===== src/sv/bms_pkg.sv =====
package bms_pkg;

    localparam int unsigned CODE_W    = 4;
    localparam int unsigned TIME_W    = 32;
    localparam int unsigned FREQ_W    = 12;
    localparam int unsigned DUR_W     = 8;
    localparam int unsigned DUTY_W    = 10;
    localparam int unsigned POS_W     = 3;
    localparam int unsigned IDX_MAX_W = 7;
    localparam int unsigned ROM_ROWS  = 8;
    localparam int unsigned ROM_SLOTS = 8;
    localparam int unsigned ADDR_W    = 3;
    localparam int unsigned DATA_W    = 32;

    localparam logic [DUTY_W-1:0] DUTY_RESET = 10'd512;

    localparam logic CMD_START  = 1'b0;
    localparam logic CMD_UPDATE = 1'b1;

    localparam logic REG_TONE_DUTY_LEVEL = 1'b0;

    typedef struct packed {
        logic [FREQ_W-1:0] freq;
        logic [DUR_W-1:0]  dur;
    } note_t;

    typedef struct packed {
        logic [FREQ_W-1:0] tone_freq_hz;
        logic [DUTY_W-1:0] tone_duty;
        logic              playing;
        logic [POS_W-1:0]  note_position;
        logic              melody_finished;
    } result_t;

    function automatic note_t note_lookup(
        input logic [CODE_W-1:0]    mel,
        input logic [IDX_MAX_W-1:0] idx,
        input int unsigned          max_notes
    );
        note_t e;
        e = '0;
        if (32'(mel) < ROM_ROWS && 32'(idx) < ROM_SLOTS && 32'(idx) < max_notes)
        begin
            case ({mel[2:0], idx[2:0]})
                {3'd0, 3'd0}: e = '{12'd523,  8'd100};
                {3'd0, 3'd1}: e = '{12'd659,  8'd100};
                {3'd0, 3'd2}: e = '{12'd784,  8'd150};
                {3'd1, 3'd0}: e = '{12'd880,  8'd80};
                {3'd1, 3'd1}: e = '{12'd0,    8'd50};
                {3'd1, 3'd2}: e = '{12'd880,  8'd80};
                {3'd2, 3'd0}: e = '{12'd440,  8'd100};
                {3'd2, 3'd1}: e = '{12'd880,  8'd100};
                {3'd3, 3'd0}: e = '{12'd440,  8'd150};
                {3'd3, 3'd1}: e = '{12'd0,    8'd100};
                {3'd3, 3'd2}: e = '{12'd440,  8'd150};
                {3'd4, 3'd0}: e = '{12'd330,  8'd100};
                {3'd4, 3'd1}: e = '{12'd660,  8'd100};
                {3'd5, 3'd0}: e = '{12'd660,  8'd100};
                {3'd5, 3'd1}: e = '{12'd330,  8'd100};
                {3'd6, 3'd0}: e = '{12'd1000, 8'd80};
                {3'd6, 3'd1}: e = '{12'd0,    8'd80};
                {3'd6, 3'd2}: e = '{12'd1000, 8'd80};
                {3'd6, 3'd3}: e = '{12'd0,    8'd80};
                {3'd6, 3'd4}: e = '{12'd1000, 8'd80};
                {3'd7, 3'd0}: e = '{12'd800,  8'd100};
                {3'd7, 3'd1}: e = '{12'd0,    8'd100};
                {3'd7, 3'd2}: e = '{12'd800,  8'd100};
                {3'd7, 3'd3}: e = '{12'd0,    8'd100};
                {3'd7, 3'd4}: e = '{12'd800,  8'd100};
                default:      e = '0;
            endcase
        end
        return e;
    endfunction

endpackage


===== src/sv/bms_cfg.sv =====
module bms_cfg (
    input  logic                         clk,
    input  logic                         rst_n,
    input  logic                         psel,
    input  logic                         penable,
    input  logic                         pwrite,
    input  logic [bms_pkg::ADDR_W-1:0]   paddr,
    input  logic [bms_pkg::DATA_W-1:0]   pwdata,
    output logic [bms_pkg::DATA_W-1:0]   prdata,
    output logic                         pready,
    output logic [bms_pkg::DUTY_W-1:0]   duty_level
);

    logic [bms_pkg::DUTY_W-1:0] duty_level_reg;
    logic [bms_pkg::DUTY_W-1:0] duty_level_next;
    logic                       wr_en;
    logic                       sel_duty;

    assign pready   = 1'b1;
    assign sel_duty = (paddr[bms_pkg::ADDR_W-1] == bms_pkg::REG_TONE_DUTY_LEVEL);
    assign wr_en    = psel && penable && pwrite && pready && sel_duty;

    always_comb
    begin
        duty_level_next = duty_level_reg;
        if (wr_en)
        begin
            duty_level_next = pwdata[bms_pkg::DUTY_W-1:0];
        end
    end

    always_ff @(posedge clk or negedge rst_n)
    begin
        if (!rst_n)
        begin
            duty_level_reg <= bms_pkg::DUTY_RESET;
        end
        else
        begin
            duty_level_reg <= duty_level_next;
        end
    end

    assign prdata     = sel_duty ? bms_pkg::DATA_W'(duty_level_reg) : '0;
    assign duty_level = duty_level_reg;

endmodule


===== src/sv/bms_step.sv =====
module bms_step #(
    parameter int unsigned NUM_MELODIES = 8,
    parameter int unsigned MAX_NOTES    = 8
) (
    input  logic                         clk,
    input  logic                         rst_n,
    input  logic                         advance,
    input  logic                         command,
    input  logic [bms_pkg::CODE_W-1:0]   melody_code,
    input  logic [bms_pkg::TIME_W-1:0]   now_ms,
    input  logic [bms_pkg::DUTY_W-1:0]   duty_level,
    output bms_pkg::result_t             result
);

    localparam int unsigned IDX_W = $clog2(MAX_NOTES + 1);

    logic [bms_pkg::CODE_W-1:0] melody_reg, melody_next;
    logic [IDX_W-1:0]           note_index_reg, note_index_next;
    logic [bms_pkg::TIME_W-1:0] stamp_reg, stamp_next;
    logic                       active_reg, active_next;
    logic [bms_pkg::FREQ_W-1:0] freq_reg, freq_next;
    logic                       finished;

    logic [IDX_W-1:0]           idx_inc;
    logic [bms_pkg::TIME_W-1:0] elapsed;
    bms_pkg::note_t             cur_note;
    bms_pkg::note_t             nx_note;
    bms_pkg::note_t             first_note;
    logic [bms_pkg::FREQ_W-1:0] freq_out;

    assign idx_inc = (note_index_reg < IDX_W'(MAX_NOTES)) ?
                     IDX_W'(note_index_reg + 1'b1) : note_index_reg;
    assign elapsed    = now_ms - stamp_reg;
    assign cur_note   = bms_pkg::note_lookup(melody_reg,
                            bms_pkg::IDX_MAX_W'(note_index_reg), MAX_NOTES);
    assign nx_note    = bms_pkg::note_lookup(melody_reg,
                            bms_pkg::IDX_MAX_W'(idx_inc), MAX_NOTES);
    assign first_note = bms_pkg::note_lookup(melody_code, '0, MAX_NOTES);

    always_comb
    begin
        melody_next     = melody_reg;
        note_index_next = note_index_reg;
        stamp_next      = stamp_reg;
        active_next     = active_reg;
        freq_next       = freq_reg;
        finished        = 1'b0;
        if (command == bms_pkg::CMD_START)
        begin
            if (5'(melody_code) < 5'(NUM_MELODIES))
            begin
                melody_next     = melody_code;
                note_index_next = '0;
                active_next     = 1'b1;
                freq_next       = first_note.freq;
                stamp_next      = now_ms;
            end
        end
        else if (active_reg)
        begin
            if (elapsed >= bms_pkg::TIME_W'(cur_note.dur))
            begin
                note_index_next = idx_inc;
                if (nx_note == '0)
                begin
                    active_next = 1'b0;
                    freq_next   = '0;
                    finished    = 1'b1;
                end
                else
                begin
                    freq_next  = nx_note.freq;
                    stamp_next = now_ms;
                end
            end
        end
    end

    assign freq_out = active_next ? freq_next : '0;

    always_comb
    begin
        result.tone_freq_hz    = freq_out;
        result.tone_duty       = (freq_out != '0) ? duty_level : '0;
        result.playing         = active_next;
        result.note_position   = bms_pkg::POS_W'(note_index_next);
        result.melody_finished = finished;
    end

    always_ff @(posedge clk or negedge rst_n)
    begin
        if (!rst_n)
        begin
            melody_reg     <= '0;
            note_index_reg <= '0;
            stamp_reg      <= '0;
            active_reg     <= 1'b0;
            freq_reg       <= '0;
        end
        else if (advance)
        begin
            melody_reg     <= melody_next;
            note_index_reg <= note_index_next;
            stamp_reg      <= stamp_next;
            active_reg     <= active_next;
            freq_reg       <= freq_next;
        end
    end

    a_index_bound: assert property (@(posedge clk) disable iff (!rst_n)
        note_index_reg <= IDX_W'(MAX_NOTES))
        else $error("note index beyond melody length");

    a_end_drops_active: assert property (@(posedge clk) disable iff (!rst_n)
        advance && finished |=> !active_reg && freq_reg == '0)
        else $error("melody end did not silence the sequencer");

    a_idle_update_holds: assert property (@(posedge clk) disable iff (!rst_n)
        advance && command == bms_pkg::CMD_UPDATE && !active_reg |=>
        $stable(note_index_reg) && $stable(stamp_reg) && !active_reg)
        else $error("update while idle changed state");

endmodule


===== src/sv/buzzer_melody_sequencer.sv =====
// Pipeline: an accepted transaction is held in the input register, then its result
// in the result register; a stalled result output holds it in the input register.
// Throughput: one transaction per cycle unless the result output stalls; next-note
// logic is a single subtract and compare plus note ROM reads between the two registers.
// Reset: asynchronous, active low; idle and silent, duty level 512, no clearing pass.
module buzzer_melody_sequencer #(
    parameter int unsigned NUM_MELODIES = 8,
    parameter int unsigned MAX_NOTES    = 8
) (
    input  logic                         clk,
    input  logic                         rst_n,
    input  logic                         psel,
    input  logic                         penable,
    input  logic                         pwrite,
    input  logic [bms_pkg::ADDR_W-1:0]   paddr,
    input  logic [bms_pkg::DATA_W-1:0]   pwdata,
    output logic [bms_pkg::DATA_W-1:0]   prdata,
    output logic                         pready,
    input  logic                         cmd_valid,
    output logic                         cmd_ready,
    input  logic                         command,
    input  logic [bms_pkg::CODE_W-1:0]   melody_code,
    input  logic [bms_pkg::TIME_W-1:0]   now_ms,
    output logic                         res_valid,
    input  logic                         res_ready,
    output logic [bms_pkg::FREQ_W-1:0]   tone_freq_hz,
    output logic [bms_pkg::DUTY_W-1:0]   tone_duty,
    output logic                         playing,
    output logic [bms_pkg::POS_W-1:0]    note_position,
    output logic                         melody_finished
);

    logic                       s1_valid_reg, s1_valid_next;
    logic                       s1_command_reg;
    logic [bms_pkg::CODE_W-1:0] s1_code_reg;
    logic [bms_pkg::TIME_W-1:0] s1_now_reg;
    logic                       res_valid_reg, res_valid_next;
    bms_pkg::result_t           res_reg;
    bms_pkg::result_t           step_result;
    logic [bms_pkg::DUTY_W-1:0] duty_level;
    logic                       advance;
    logic                       cmd_take;

    bms_cfg u_cfg (
        .clk        (clk),
        .rst_n      (rst_n),
        .psel       (psel),
        .penable    (penable),
        .pwrite     (pwrite),
        .paddr      (paddr),
        .pwdata     (pwdata),
        .prdata     (prdata),
        .pready     (pready),
        .duty_level (duty_level)
    );

    bms_step #(
        .NUM_MELODIES (NUM_MELODIES),
        .MAX_NOTES    (MAX_NOTES)
    ) u_step (
        .clk         (clk),
        .rst_n       (rst_n),
        .advance     (advance),
        .command     (s1_command_reg),
        .melody_code (s1_code_reg),
        .now_ms      (s1_now_reg),
        .duty_level  (duty_level),
        .result      (step_result)
    );

    assign advance   = s1_valid_reg && (!res_valid_reg || res_ready);
    assign cmd_ready = !s1_valid_reg || advance;
    assign cmd_take  = cmd_valid && cmd_ready;

    always_comb
    begin
        s1_valid_next = cmd_take ? 1'b1 : (advance ? 1'b0 : s1_valid_reg);
        res_valid_next = advance ? 1'b1 : (res_ready ? 1'b0 : res_valid_reg);
    end

    always_ff @(posedge clk or negedge rst_n)
    begin
        if (!rst_n)
        begin
            s1_valid_reg  <= 1'b0;
            res_valid_reg <= 1'b0;
        end
        else
        begin
            s1_valid_reg  <= s1_valid_next;
            res_valid_reg <= res_valid_next;
        end
    end

    always_ff @(posedge clk)
    begin
        if (cmd_take)
        begin
            s1_command_reg <= command;
            s1_code_reg    <= melody_code;
            s1_now_reg     <= now_ms;
        end
        if (advance)
        begin
            res_reg <= step_result;
        end
    end

    assign res_valid       = res_valid_reg;
    assign tone_freq_hz    = res_reg.tone_freq_hz;
    assign tone_duty       = res_reg.tone_duty;
    assign playing         = res_reg.playing;
    assign note_position   = res_reg.note_position;
    assign melody_finished = res_reg.melody_finished;

    a_result_follows_advance: assert property (@(posedge clk) disable iff (!rst_n)
        advance |=> res_valid_reg)
        else $error("advanced transaction produced no result");

    a_duty_needs_tone: assert property (@(posedge clk) disable iff (!rst_n)
        res_valid_reg && res_reg.tone_duty != '0 |->
        res_reg.tone_freq_hz != '0 && res_reg.playing)
        else $error("duty driven without a sounding tone");

endmodule


===== config.mk =====
export PLATFORM = sky130hd
export DESIGN_NAME = buzzer_melody_sequencer
export DESIGN_NICKNAME = d
export VERILOG_FILES = /design/src/sv/bms_pkg.sv /design/src/sv/bms_cfg.sv /design/src/sv/bms_step.sv /design/src/sv/buzzer_melody_sequencer.sv
export SDC_FILE = /design/constraint.sdc
export NUM_CORES = 1
export LEC_CHECK = 0
export BUFFER_PORTS_ARGS = -buffer_cell sky130_fd_sc_hd__buf_2
export CAP_MARGIN = 20
export CORE_UTILIZATION = 58
export DETAILED_ROUTE_END_ITERATION = 10
export PLACE_DENSITY = 0.86
export SLEW_MARGIN = 5
export SYNTH_ARGS = -nofsm -noshare
export SYNTH_HDL_FRONTEND = slang
export SYNTH_HIERARCHICAL = 1
export SYNTH_SLANG_ARGS = --single-unit

===== constraint.sdc =====
create_clock -name clk -period 6.6 [get_ports clk]
set_clock_uncertainty 0.15 [all_clocks]
set_input_delay 0.33 -clock clk [delete_from_list [all_inputs] [get_ports clk]]
set_output_delay 0.33 -clock clk [all_outputs]
set_load 0.02 [all_outputs]

After elaboration in Yosys (flattened, before gate mapping)
Memories as Yosys holds them, arrays and structs flattened.
Cells that the tools add are included.
{"block": "word_totals", "input_bits": 79, "mem_count": 2, "latch_bits": 0, "mem_bits_ro": 2048, "output_inout_bits": 62, "word_cells": 94, "ram_bits": 0, "regBits": 129}
{"name": "(name not given)", "words": 64, "width": 16, "read_ports": 1, "rd_clocked_by_memory_dff": 0, "wr": 0, "line_no": "bms_pkg.sv:44", "text": "case ({mel[2:0], idx[2:0]})"}
{"name": "(name not given)", "words": 64, "width": 16, "read_ports": 1, "rd_clocked_by_memory_dff": 0, "wr": 0, "line_no": "bms_pkg.sv:44"}
{"block": "op_classes", "shift": 0, "n_lt_le_gt_ge": 7, "bitwise_logic": 2, "n_div": 0, "n_addsub": 2, "mux": 31, "reduce_logical": 23, "n_eq_ne": 10, "n_mul": 0}
{"cell": "$mux W32", "count": 5}
{"cell": "$pmux W20 S8", "count": 1}
{"cell": "$mux W12", "count": 6}
{"cell": "$mux W20", "count": 2}
{"cell": "$ge A32 B8 Y1", "count": 1}
{"cell": "$sub A32 B32 Y32", "count": 1}
{"cell": "$lt A4 B4 Y1 const B", "count": 6}
{"cell": "$logic_not A20 Y1", "count": 1}
{"cell": "$mux W4", "count": 5}
{"cell": "$eq A3 B3 Y1 const B", "count": 4}
{"cell": "$reduce_bool A12 Y1", "count": 1}
{"cell": "$mux W1", "count": 10}
{"cell": "$mux W10", "count": 1}
{"cell": "$logic_and A1 B1 Y1", "count": 9}
{"cell": "$mux W8", "count": 1}
{"cell": "$eq A3 B2 Y1 const B", "count": 2}
{"cell": "$reduce_and A3 Y1", "count": 2}
{"cell": "$reduce_bool A2 Y1", "count": 3}
{"cell": "$reduce_and A5 Y1", "count": 1}
{"cell": "$add A4 B1 Y4 const B", "count": 1}
{"cell": "$ne A2 B1 Y1 const B", "count": 2}
{"cell": "$reduce_and A4 Y1", "count": 1}
{"cell": "$eq A3 B1 Y1 const B", "count": 1}
{"cell": "$logic_not A3 Y1", "count": 1}
{"cell": "other kinds (4)", "count": 7}

Depth between registers and ports, before layout
Gate-level depths: netlist (run 1).
{"block": "logic_depth", "ltp_word": 13, "depth_mapped": 25, "depth_no_buf": 23}

Hierarchy
The synthesis (run 1) kept the hierarchy.
{"module": "bms_step", "seq_area_each_um2": 1326.3, "n_inst": 1, "cells_each": 771, "area_each_um2": 5936.9}
{"module": "buzzer_melody_sequencer", "seq_area_each_um2": 1971.9, "n_inst": 1, "cells_each": 72, "area_each_um2": 2025.7}
{"module": "bms_cfg", "seq_area_each_um2": 251.5, "n_inst": 1, "cells_each": 58, "area_each_um2": 683.2}

Least setup slack after synthesis (run 1)
OpenSTA, ideal clock, no wires.
{"block": "synth_timing", "path_kind": "reg2reg", "start": "register u_step/stamp_reg[0] (netlist name)", "end": "register res_reg (netlist bit tone_duty[0]) (data pin)", "path_stages_with_launch": 21, "arrival_time_ns": 5.063, "slack_ns": 1.113, "t_required_ns": 6.175, "synth_period_minus_slack_ns": 5.487, "n_path_buf": 0, "setup_time_ns": 0.275, "cell_sequence": "dfrtp_1 ha_1 fa_1 nor2b_1 o2111ai_1 a21boi_0 nor2_1 ha_1 and4_1 a222oi_1 o21ai_1 or4_1 nor4_1 o2111ai_1 a2111o_1 nor3_4 a21boi_2 mux2_4 a311o_1 nor3_4 a21boi_1"}
{"block": "synth_between", "elab_chain_cells": 7, "word_cells_on_any_way": 10, "cone_classes": "add/sub (1); order compare (1); mux (7); reduce/logical (1)"}
{"element": "start: declaration", "line_no": "bms_step.sv:19", "text": "logic [bms_pkg::TIME_W-1:0] stamp_reg, stamp_next;"}
{"element": "start signal: assignment", "line_no": "bms_step.sv:104", "text": "stamp_reg <= stamp_next;"}
{"element": "$sub A32 B32 Y32 (*)", "line_no": "bms_step.sv:33", "text": "assign elapsed = now_ms - stamp_reg;"}
{"element": "$ge A32 B8 Y1 (*)", "line_no": "bms_step.sv:61", "text": "if (elapsed >= bms_pkg::TIME_W'(cur_note.dur))"}
{"element": "$mux W12 / $mux W1 (equally long branches)", "line_no": "bms_step.sv:61"}
{"element": "$mux W12 / $mux W1 (equally long branches)", "line_no": "bms_step.sv:59", "text": "else if (active_reg)"}
{"element": "$mux W12 / $mux W1 (equally long branches)", "line_no": "bms_step.sv:48", "text": "if (command == bms_pkg::CMD_START)"}
{"element": "$mux W12 (*)", "line_no": "bms_step.sv:79", "text": "assign freq_out = active_next ? freq_next : '0;"}
{"element": "$reduce_bool A12 Y1 (*)", "line_no": "bms_step.sv:84", "text": "result.tone_duty = (freq_out != '0) ? duty_level : '0;"}
{"element": "end signal: assignment", "line_no": "buzzer_melody_sequencer.sv:105", "text": "res_reg <= step_result;"}
{"element": "end: declaration", "line_no": "buzzer_melody_sequencer.sv:38", "text": "bms_pkg::result_t res_reg;"}
Mark *: on every way between the ends. The rest lies on a longest branch, timed or not.
A chain may end at the register's enable or synchronous reset.

Worst setup path in the final report (run 1)
{"block": "layout_timing", "start": "register s1_now_reg[4] (netlist name)", "end": "register res_reg (netlist bit tone_duty[9]) (data pin)"}
{"block": "layout_between", "elab_chain_cells": 7, "word_cells_on_any_way": 10, "cone_classes": "add/sub (1); order compare (1); mux (7); reduce/logical (1)"}
{"element": "start: declaration", "line_no": "buzzer_melody_sequencer.sv:36", "text": "logic [bms_pkg::TIME_W-1:0] s1_now_reg;"}
{"element": "start signal: assignment", "line_no": "buzzer_melody_sequencer.sv:101", "text": "s1_now_reg <= now_ms;"}
{"element": "$sub A32 B32 Y32 (*)", "line_no": "bms_step.sv:33"}
{"element": "$ge A32 B8 Y1 (*)", "line_no": "bms_step.sv:61"}
{"element": "$mux W12 / $mux W1 (equally long branches)", "line_no": "bms_step.sv:61"}
{"element": "$mux W12 / $mux W1 (equally long branches)", "line_no": "bms_step.sv:59"}
{"element": "$mux W12 / $mux W1 (equally long branches)", "line_no": "bms_step.sv:48"}
{"element": "$mux W12 (*)", "line_no": "bms_step.sv:79"}
{"element": "$reduce_bool A12 Y1 (*)", "line_no": "bms_step.sv:84"}
Marks and branches as above.

==> flow_summary.yaml, run 1 <==
synthesis:
  yosysMostFrequentCell: "nand2_1"
  synthSimpleGateAreaFrac_pct: 15.8
  synth_top_area_share_pct: 22.2
  ys_ff_latch: 129
  synth_top_family_by_area: "compound AO/OA/AOI/OAI gates"
  syn_area_sq_um: 8650
  synth_fa_ha_area_share_pct: 6.89
  synth_commonest_cells: "nand2_1 (74), nor2_1 (72), a21oi_1 (68), dfrtp_1 (64), edfxtp_1 (64)"
  yosys.area.top_type: "edfxtp_1"
  synthXorXnorAreaFrac_pct: 1.82
  synthMuxAreaShare_pct: 8.52
  async_reset_ff_share_pct: 50.4
  synth-edff-count: 64
  synth.distinct_cells: 85
  synth.avg_cell_area_sq_um: 9.60
  ys.flop_type: "edfxtp_1"
  synth_area_leaders: "edfxtp_1 (22%), dfrtp_1 (19%), ha_1 (6.7%), a21oi_1 (3.9%), mux2_1 (3.4%)"
  syn_inst: 901
  synth_compound_area_share_pct: 18.1
  yosysSeqAreaShare_pct: 41.1
  ys_warn_count: 6
detailed_routing:
  wl_um: 20600
  drtPass1Iterations: 6
  via_per_inst: 5.90
  ant_nets: 0
  drt_iter0_drc: 792
  drc: 0
  drt-wirelength-per-cell_um: 16.9
  num_vias: 7199
critical_path:
  crit_fanout: 10
  worstPathRequired_ns: 6.61
  critPathCaptureType: "flip-flop"
  startpoint_type: "flip-flop"
  crit_start: "s1_now_reg[4]"
  r2r_start: "s1_now_reg[4]"
  cp_top_family: "compound AO/OA/AOI/OAI gates"
  criticalPathCategory: "reg2reg"
  slowest_stage: "or4_1"
  slowest_delay_ns: 0.53
  rrSetupSlack_ns: 0.34
  worst_r2r_endpoint: "tone_duty[9]"
  crit_path_cell_trace: "ha_1, a21o_1, a31oi_1, and2_1, o21bai_1, a21oi_1, xnor2_1, ha_1, and4_1, a222oi_1, o21ai_1, or4_1, nor4_1, o2111ai_1, a2111o_1, nor3_4, a21boi_2, mux2_4, a311o_1, nor3_4, a21boi_1"
  endpoint: "tone_duty[9]"
  reg2reg_depth: 21
  cp_num_buf_inv: 0
  cp.arrival_ns: 6.27
  path_depth: 21
grt:
  grt_pass1_vias: 6897
  antenna_found_initial: 0
  grt_max_degree: 66
  grt_usage_pct: 28.0
  overflow: 0
  grt_pass1_wl_um: 33200
sta:
  grt_setup_unrepaired: "no"
  holdWs_ns: 0.0679
  fin_crit_sh_pct: 94.8
  max_freq_mhz: 160
  tns_ns: 0
  hold_viol_final: 0
  setup_violations: 0
  final_max_slew_viol_count: 0
  finalCriticalPeriod_ns: 6.26
  worst_pin_slew_ns: 0.877
  slew_headroom_pct: 41.5
layout:
  syn2layout_area_growth_pct: 17.6
  ff_latch_area_sq_um: 3550
  diodes: 0
  multiInputGateArea_sq_um: 4510
  drive_gt1_share_pct: 17.3
  fillers: 1073
  nets: 1149
placed_design:
  gp_congestion: 0.941
  hpwl_um: 14000
  portBuffers: 93
die:
  io_pins: 141
  die-area_sq_um: 15400
  initial_utilization_pct: 59.5
  rows: 44
  die_y_um: 124
  core_area_sq_um: 14500
  die_w_um: 124
power:
  share_comb_of_total_power_pct: 51.9
  vdd_drop_max_mv: 0.232
  finalPower_w: 0.00455
  swShare_pct: 43.6
  powerDensity_nw_per_um2: 447
  p_leak_nw: 4.47
  clkPwrFrac_pct: 20.6
  pwr-share-seq_pct: 27.5
  p_switching_w: 0.00198
  p_int_w: 0.00257
clocking:
  cts_max_level: 4
  insertion_delay_ns: 0.43
  cts_root_buf: "clkbuf_16"
  cts_tree: "built"
  numCtsBuffers: 17
  clockBufferDepth: 2
  cts.sinks: 129
  path_clk_slew_ns: 0.07
  postCtsSetupBuffers: 0
job:
  drv_cap: 0
min_path:
  hold_class: "in2reg"
  holdCritStartpoint: "res_ready"
status:
  status: "complete, no violations"
==> how the worst min path moves through the flow <==
stage / end / slack (ns) / depth (start not counted)
3_5_place_dp: u_step/stamp_reg[0] / 0.33 / 2
4_1_cts: res_valid / 0.04 / 3
3_3_place_gp: u_step/freq_reg[0] / 0.31 / 2
5_1_grt: s1_valid_reg / 0.09 / 3
2_1_floorplan: res_valid / -0.12 / 0
6_report: s1_valid_reg / 0.07 / 3
==> layer usage <==
| layer | track usage [%] | share of wire, % | vias up | routed length [um] |
|---|---|---|---|---|
| li1 | - | - | 3459 | - |
| met1 | 37.5 | 43 | 3395 | 8940 |
| met2 | 44.9 | 48 | 312 | 9850 |
| met3 | 6.32 | 7.1 | 33 | 1470 |
| met4 | 8.56 | 1.5 | 0 | 310 |
| met5 | 0 | 0 | - | 0 |
==> stage by stage <==
| step | instance area, sq um | worst slack, ns | util (%) | std cells |
|---|---|---|---|---|
| after floorplan | 8720 | 1.11 | - | 922 |
| after global placement | 9090 | 0.603 | 62.5 | 1139 |
| after detailed placement | 9090 | 0.447 | 62.5 | 1139 |
| after CTS | 10200 | 0.410 | 69.9 | 1220 |
| after global routing | 10200 | 0.0432 | 69.9 | 1220 |
| final | 10200 | 0.344 | 69.9 | 1220 |
==> repair_timing <==
action	CTS	global route
endpoints found under the hold margin	93	0
resized for setup	0	0
hold buffers	49	0
==> kinds of logic (layout without fill, tap and decap cells) <==
logic type,count (synthesis),in the layout
AND/OR/NAND/NOR,267,267
other,2,23
multiplexers,63,63
adder cells (fa/ha/maj),47,47
AO/OA/AOI/OAI,240,240
XOR/XNOR,18,18
buffers and inverters,135,249
flip-flops,129,129
==> power groups by stage <==
stage	clock network [W]	registers [W]	logic, W
2_1_floorplan	0	0.00125	0.00178
3_3_place_gp	0	0.00124	0.00223
3_5_place_dp	0	0.00126	0.00228
4_1_cts	0.000949	0.00125	0.00232
5_1_grt	0.000984	0.00128	0.00261
6_report	0.000936	0.00125	0.00236
==> area by class of cell <==
cell class	count	area share, %
repair buffers	152	10.3
clock buffers	17	4.18
multi-input cells	658	44.4
clock inverters	15	1.58
well taps	184	2.26
inverters	65	2.40
flip-flops and latches	129	34.9
==> tightest hold or removal path, delay by kind of cell <==
kind / cells / cell delay (ns)
simple gates: 2 / 0.18
buf+inv: 1 / 0.09
==> cells in the final DEF, fill, tap and decap left out, types with 9 or more instances in the layout <==
master / netlist / layout
nor3_1: 13 / 13
nand2_1: 74 / 74
xnor2_1: 13 / 13
nand3_1: 14 / 14
buf_2: 5 / 93
a21boi_1: 10 / 10
edfxtp_1: 64 / 64
mux2_2: 11 / 11
a31oi_1: 11 / 11
mux2_1: 26 / 26
dlygate4sd3_1: 0 / 49
nor2_1: 72 / 72
clkbuf_16: 0 / 17
mux2i_1: 14 / 14
a21oi_1: 68 / 68
nor2b_1: 17 / 17
dfrtp_1: 64 / 64
o21ai_0: 49 / 49
o22ai_1: 11 / 11
ha_1: 46 / 46
nand4_1: 15 / 15
conb_1: 2 / 23
mux2_4: 12 / 12
buf_4: 32 / 9
a21o_1: 12 / 12
inv_1: 62 / 62
No activity file was read; power rests on OpenSTA's default activity.
==> inputs of run 2 (changes only) <==
Settings changed: CORE_ASPECT_RATIO set to 0.9.
==> run 2 against run 1 <==
Register-to-register slack hardly changed. Routed wire length is 1.4% higher. Combinational power hardly changed. Hold slack worse by 0.036 ns. Largest power group unchanged. Utilization is 1.6 points higher. Cell count is 0.82% higher. Cell area is 0.43% higher. Critical path depth is 2 higher. First-iteration DRC count is 2.1% higher. Clock power is 3.3% higher. Non-clock buffer count is 1 higher.
==> flow_summary.yaml, run 2 (synthesized netlist as in run 1, its figures left out) <==
status:
  status: "complete, no violations"
layout:
  layout_common_cells: "buf_2 (93), nand2_1 (74), nor2_1 (72)"
  multiInputGateArea_sq_um: 4520
  fillers: 1086
  nets: 1150
  ff_latch_area_sq_um: 3550
  syn2layout_area_growth_pct: 18.1
  final_core_util_pct: 71.6
  diodes: 0
  fin_area_sq_um: 10200
  final_cells: 1230
  layout_commonest_cell: "buf_2"
  drive_gt1_share_pct: 17.3
detailed_routing:
  wl_met1_um: 9070
  drc: 0
  ant_nets: 0
  drt-wirelength-per-cell_um: 17.0
  highest_layer: "met4"
  dr_wl_met3_um: 1550
  route.met2.wl_um: 9690
  num_vias: 7183
  drtPass1Iterations: 9
  wl_um: 20900
  drt_iter0_drc: 809
  via_per_inst: 5.84
die:
  rows: 41
  initial_utilization_pct: 60.6
  die_y_um: 118
  io_pins: 141
  die_w_um: 131
  core_area_sq_um: 14300
  die-area_sq_um: 15400
grt:
  grt_pass1_vias: 6902
  grt_usage_pct: 28.8
  overflow: 0
  grt_pass1_wl_um: 34200
  grt_max_degree: 66
  antenna_found_initial: 0
sta:
  final_max_slew_viol_count: 0
  tns_ns: 0
  worst_pin_slew_ns: 0.878
  finalCriticalPeriod_ns: 6.26
  setup_violations: 0
  fin_crit_sh_pct: 94.9
  grt_setup_unrepaired: "no"
  max_freq_mhz: 160
  hold_viol_final: 0
  slew_headroom_pct: 41.5
min_path:
  hold_path_end: "res_valid"
  whs_path_depth: 3
  hold_class: "in2reg"
  holdCritStartpoint: "res_ready"
critical_path:
  rrSetupSlack_ns: 0.34
  startpoint_type: "flip-flop"
  slowest_delay_ns: 0.52
  critPathCaptureType: "flip-flop"
  cp_top_family: "compound AO/OA/AOI/OAI gates"
  cp_num_buf_inv: 2
  crit_path_cell_trace: "ha_1, a21o_1, a31oi_2, and2_1, o21bai_1, a21oi_1, xnor2_1, ha_1, and4_1, a222oi_1, o21ai_1, or4_1, nor4_1, o2111ai_1, a2111o_1, nor3_4, buf_4, a21oi_1, or2_2, clkinv_1, a311o_1, nor3_4, a21boi_1"
  crit_fanout: 10
  cp.arrival_ns: 6.37
  worstPathRequired_ns: 6.71
  reg2reg_depth: 23
  path_depth: 23
  criticalPathCategory: "reg2reg"
  r2r_start: "s1_now_reg[4]"
  slowest_stage: "or4_1"
  worst_r2r_endpoint: "tone_duty[4]"
placed_design:
  portBuffers: 93
  gp_congestion: 0.934
  dp.cells: 1149
  dpl_cell_area_sq_um: 9110
  hpwl_um: 14100
job:
  drv_cap: 0
clocking:
  numCtsBuffers: 17
  cts_max_level: 4
  insertion_delay_ns: 0.43
  cts.sinks: 129
  path_clk_slew_ns: 0.06
  cts_tree: "built"
  postCtsSetupBuffers: 0
  cts_root_buf: "clkbuf_16"
  clockBufferDepth: 2
power:
  powerDensity_nw_per_um2: 452
  finalPower_w: 0.00461
  vdd_drop_max_mv: 0.304
  p_leak_nw: 4.48
[run 2: cell count changes in the layout (fill, tap and decap cells not counted), moves of 2 or more]
| cell | delta |
|---|---|
| bufinv_16 | +2 |
| clkbuf_1 | +3 |
| clkinv_4 | +2 |
| inv_6 | -4 |
| inv_8 | -5 |
[run 2: through the flow]
step                setup WS (ns)  hold WS (ns)
floorplan                    1.11        -0.116
global placement            0.482         0.317
detailed placement          0.396         0.325
CTS                         0.337        0.0285
global route              0.00614        0.0651
finish                      0.338        0.0324
[run 2: layer usage]
| layer | track usage [%] | vias to the layer above |
|---|---|---|
| met1 | 39.3 | 3326 |
| met3 | 7.36 | 48 |
| li1 | - | 3463 |
| met4 | 11.1 | 0 |
| met2 | 43.7 | 346 |
| met5 | 0 | - |
[run 2: worst max-delay path by stage]
stage / startpoint / end / slack [ns]
3_3_place_gp: s1_now_reg[4] / tone_duty[1] / 0.48
5_1_grt: s1_now_reg[4] / tone_duty[4] / 0.006
6_report: s1_now_reg[4] / tone_duty[4] / 0.34
2_1_floorplan: u_step/stamp_reg[0] / tone_duty[0] / 1.11
4_1_cts: s1_now_reg[4] / tone_duty[4] / 0.34
3_5_place_dp: s1_now_reg[4] / tone_duty[4] / 0.40
[run 2: timing repair]
action / 4_1_cts / 5_1_grt
hold endpoints to repair: 56 / 0
hold buffers: 49 / 0
resized for setup: 0 / 2
endpoints found under the setup margin: 0 / 10
[run 2: final cells by class]
cell class                 count  share of cell area [%]
multi-input combinational    658                    44.3
sequential                   129                    34.8
timing repair buffer         153                    10.3
clock buffer                  21                    4.41
inverter                      65                    2.39
tap                          193                    2.37
clock inverter                11                    1.51
[run 2: power by group]
group          leakage [nW]  switching [W]  internal, W
sequential             1.40       0.000166      0.00109
combinational          2.79        0.00144     0.000949
clock                 0.288       0.000360     0.000607
total                  4.48        0.00197      0.00264
[run 2: worst min-delay path: cells and delay by family]
kind	cells	cell delay [ns]
and+or+nand+nor	2	0.15
buffers and inverters	1	0.08
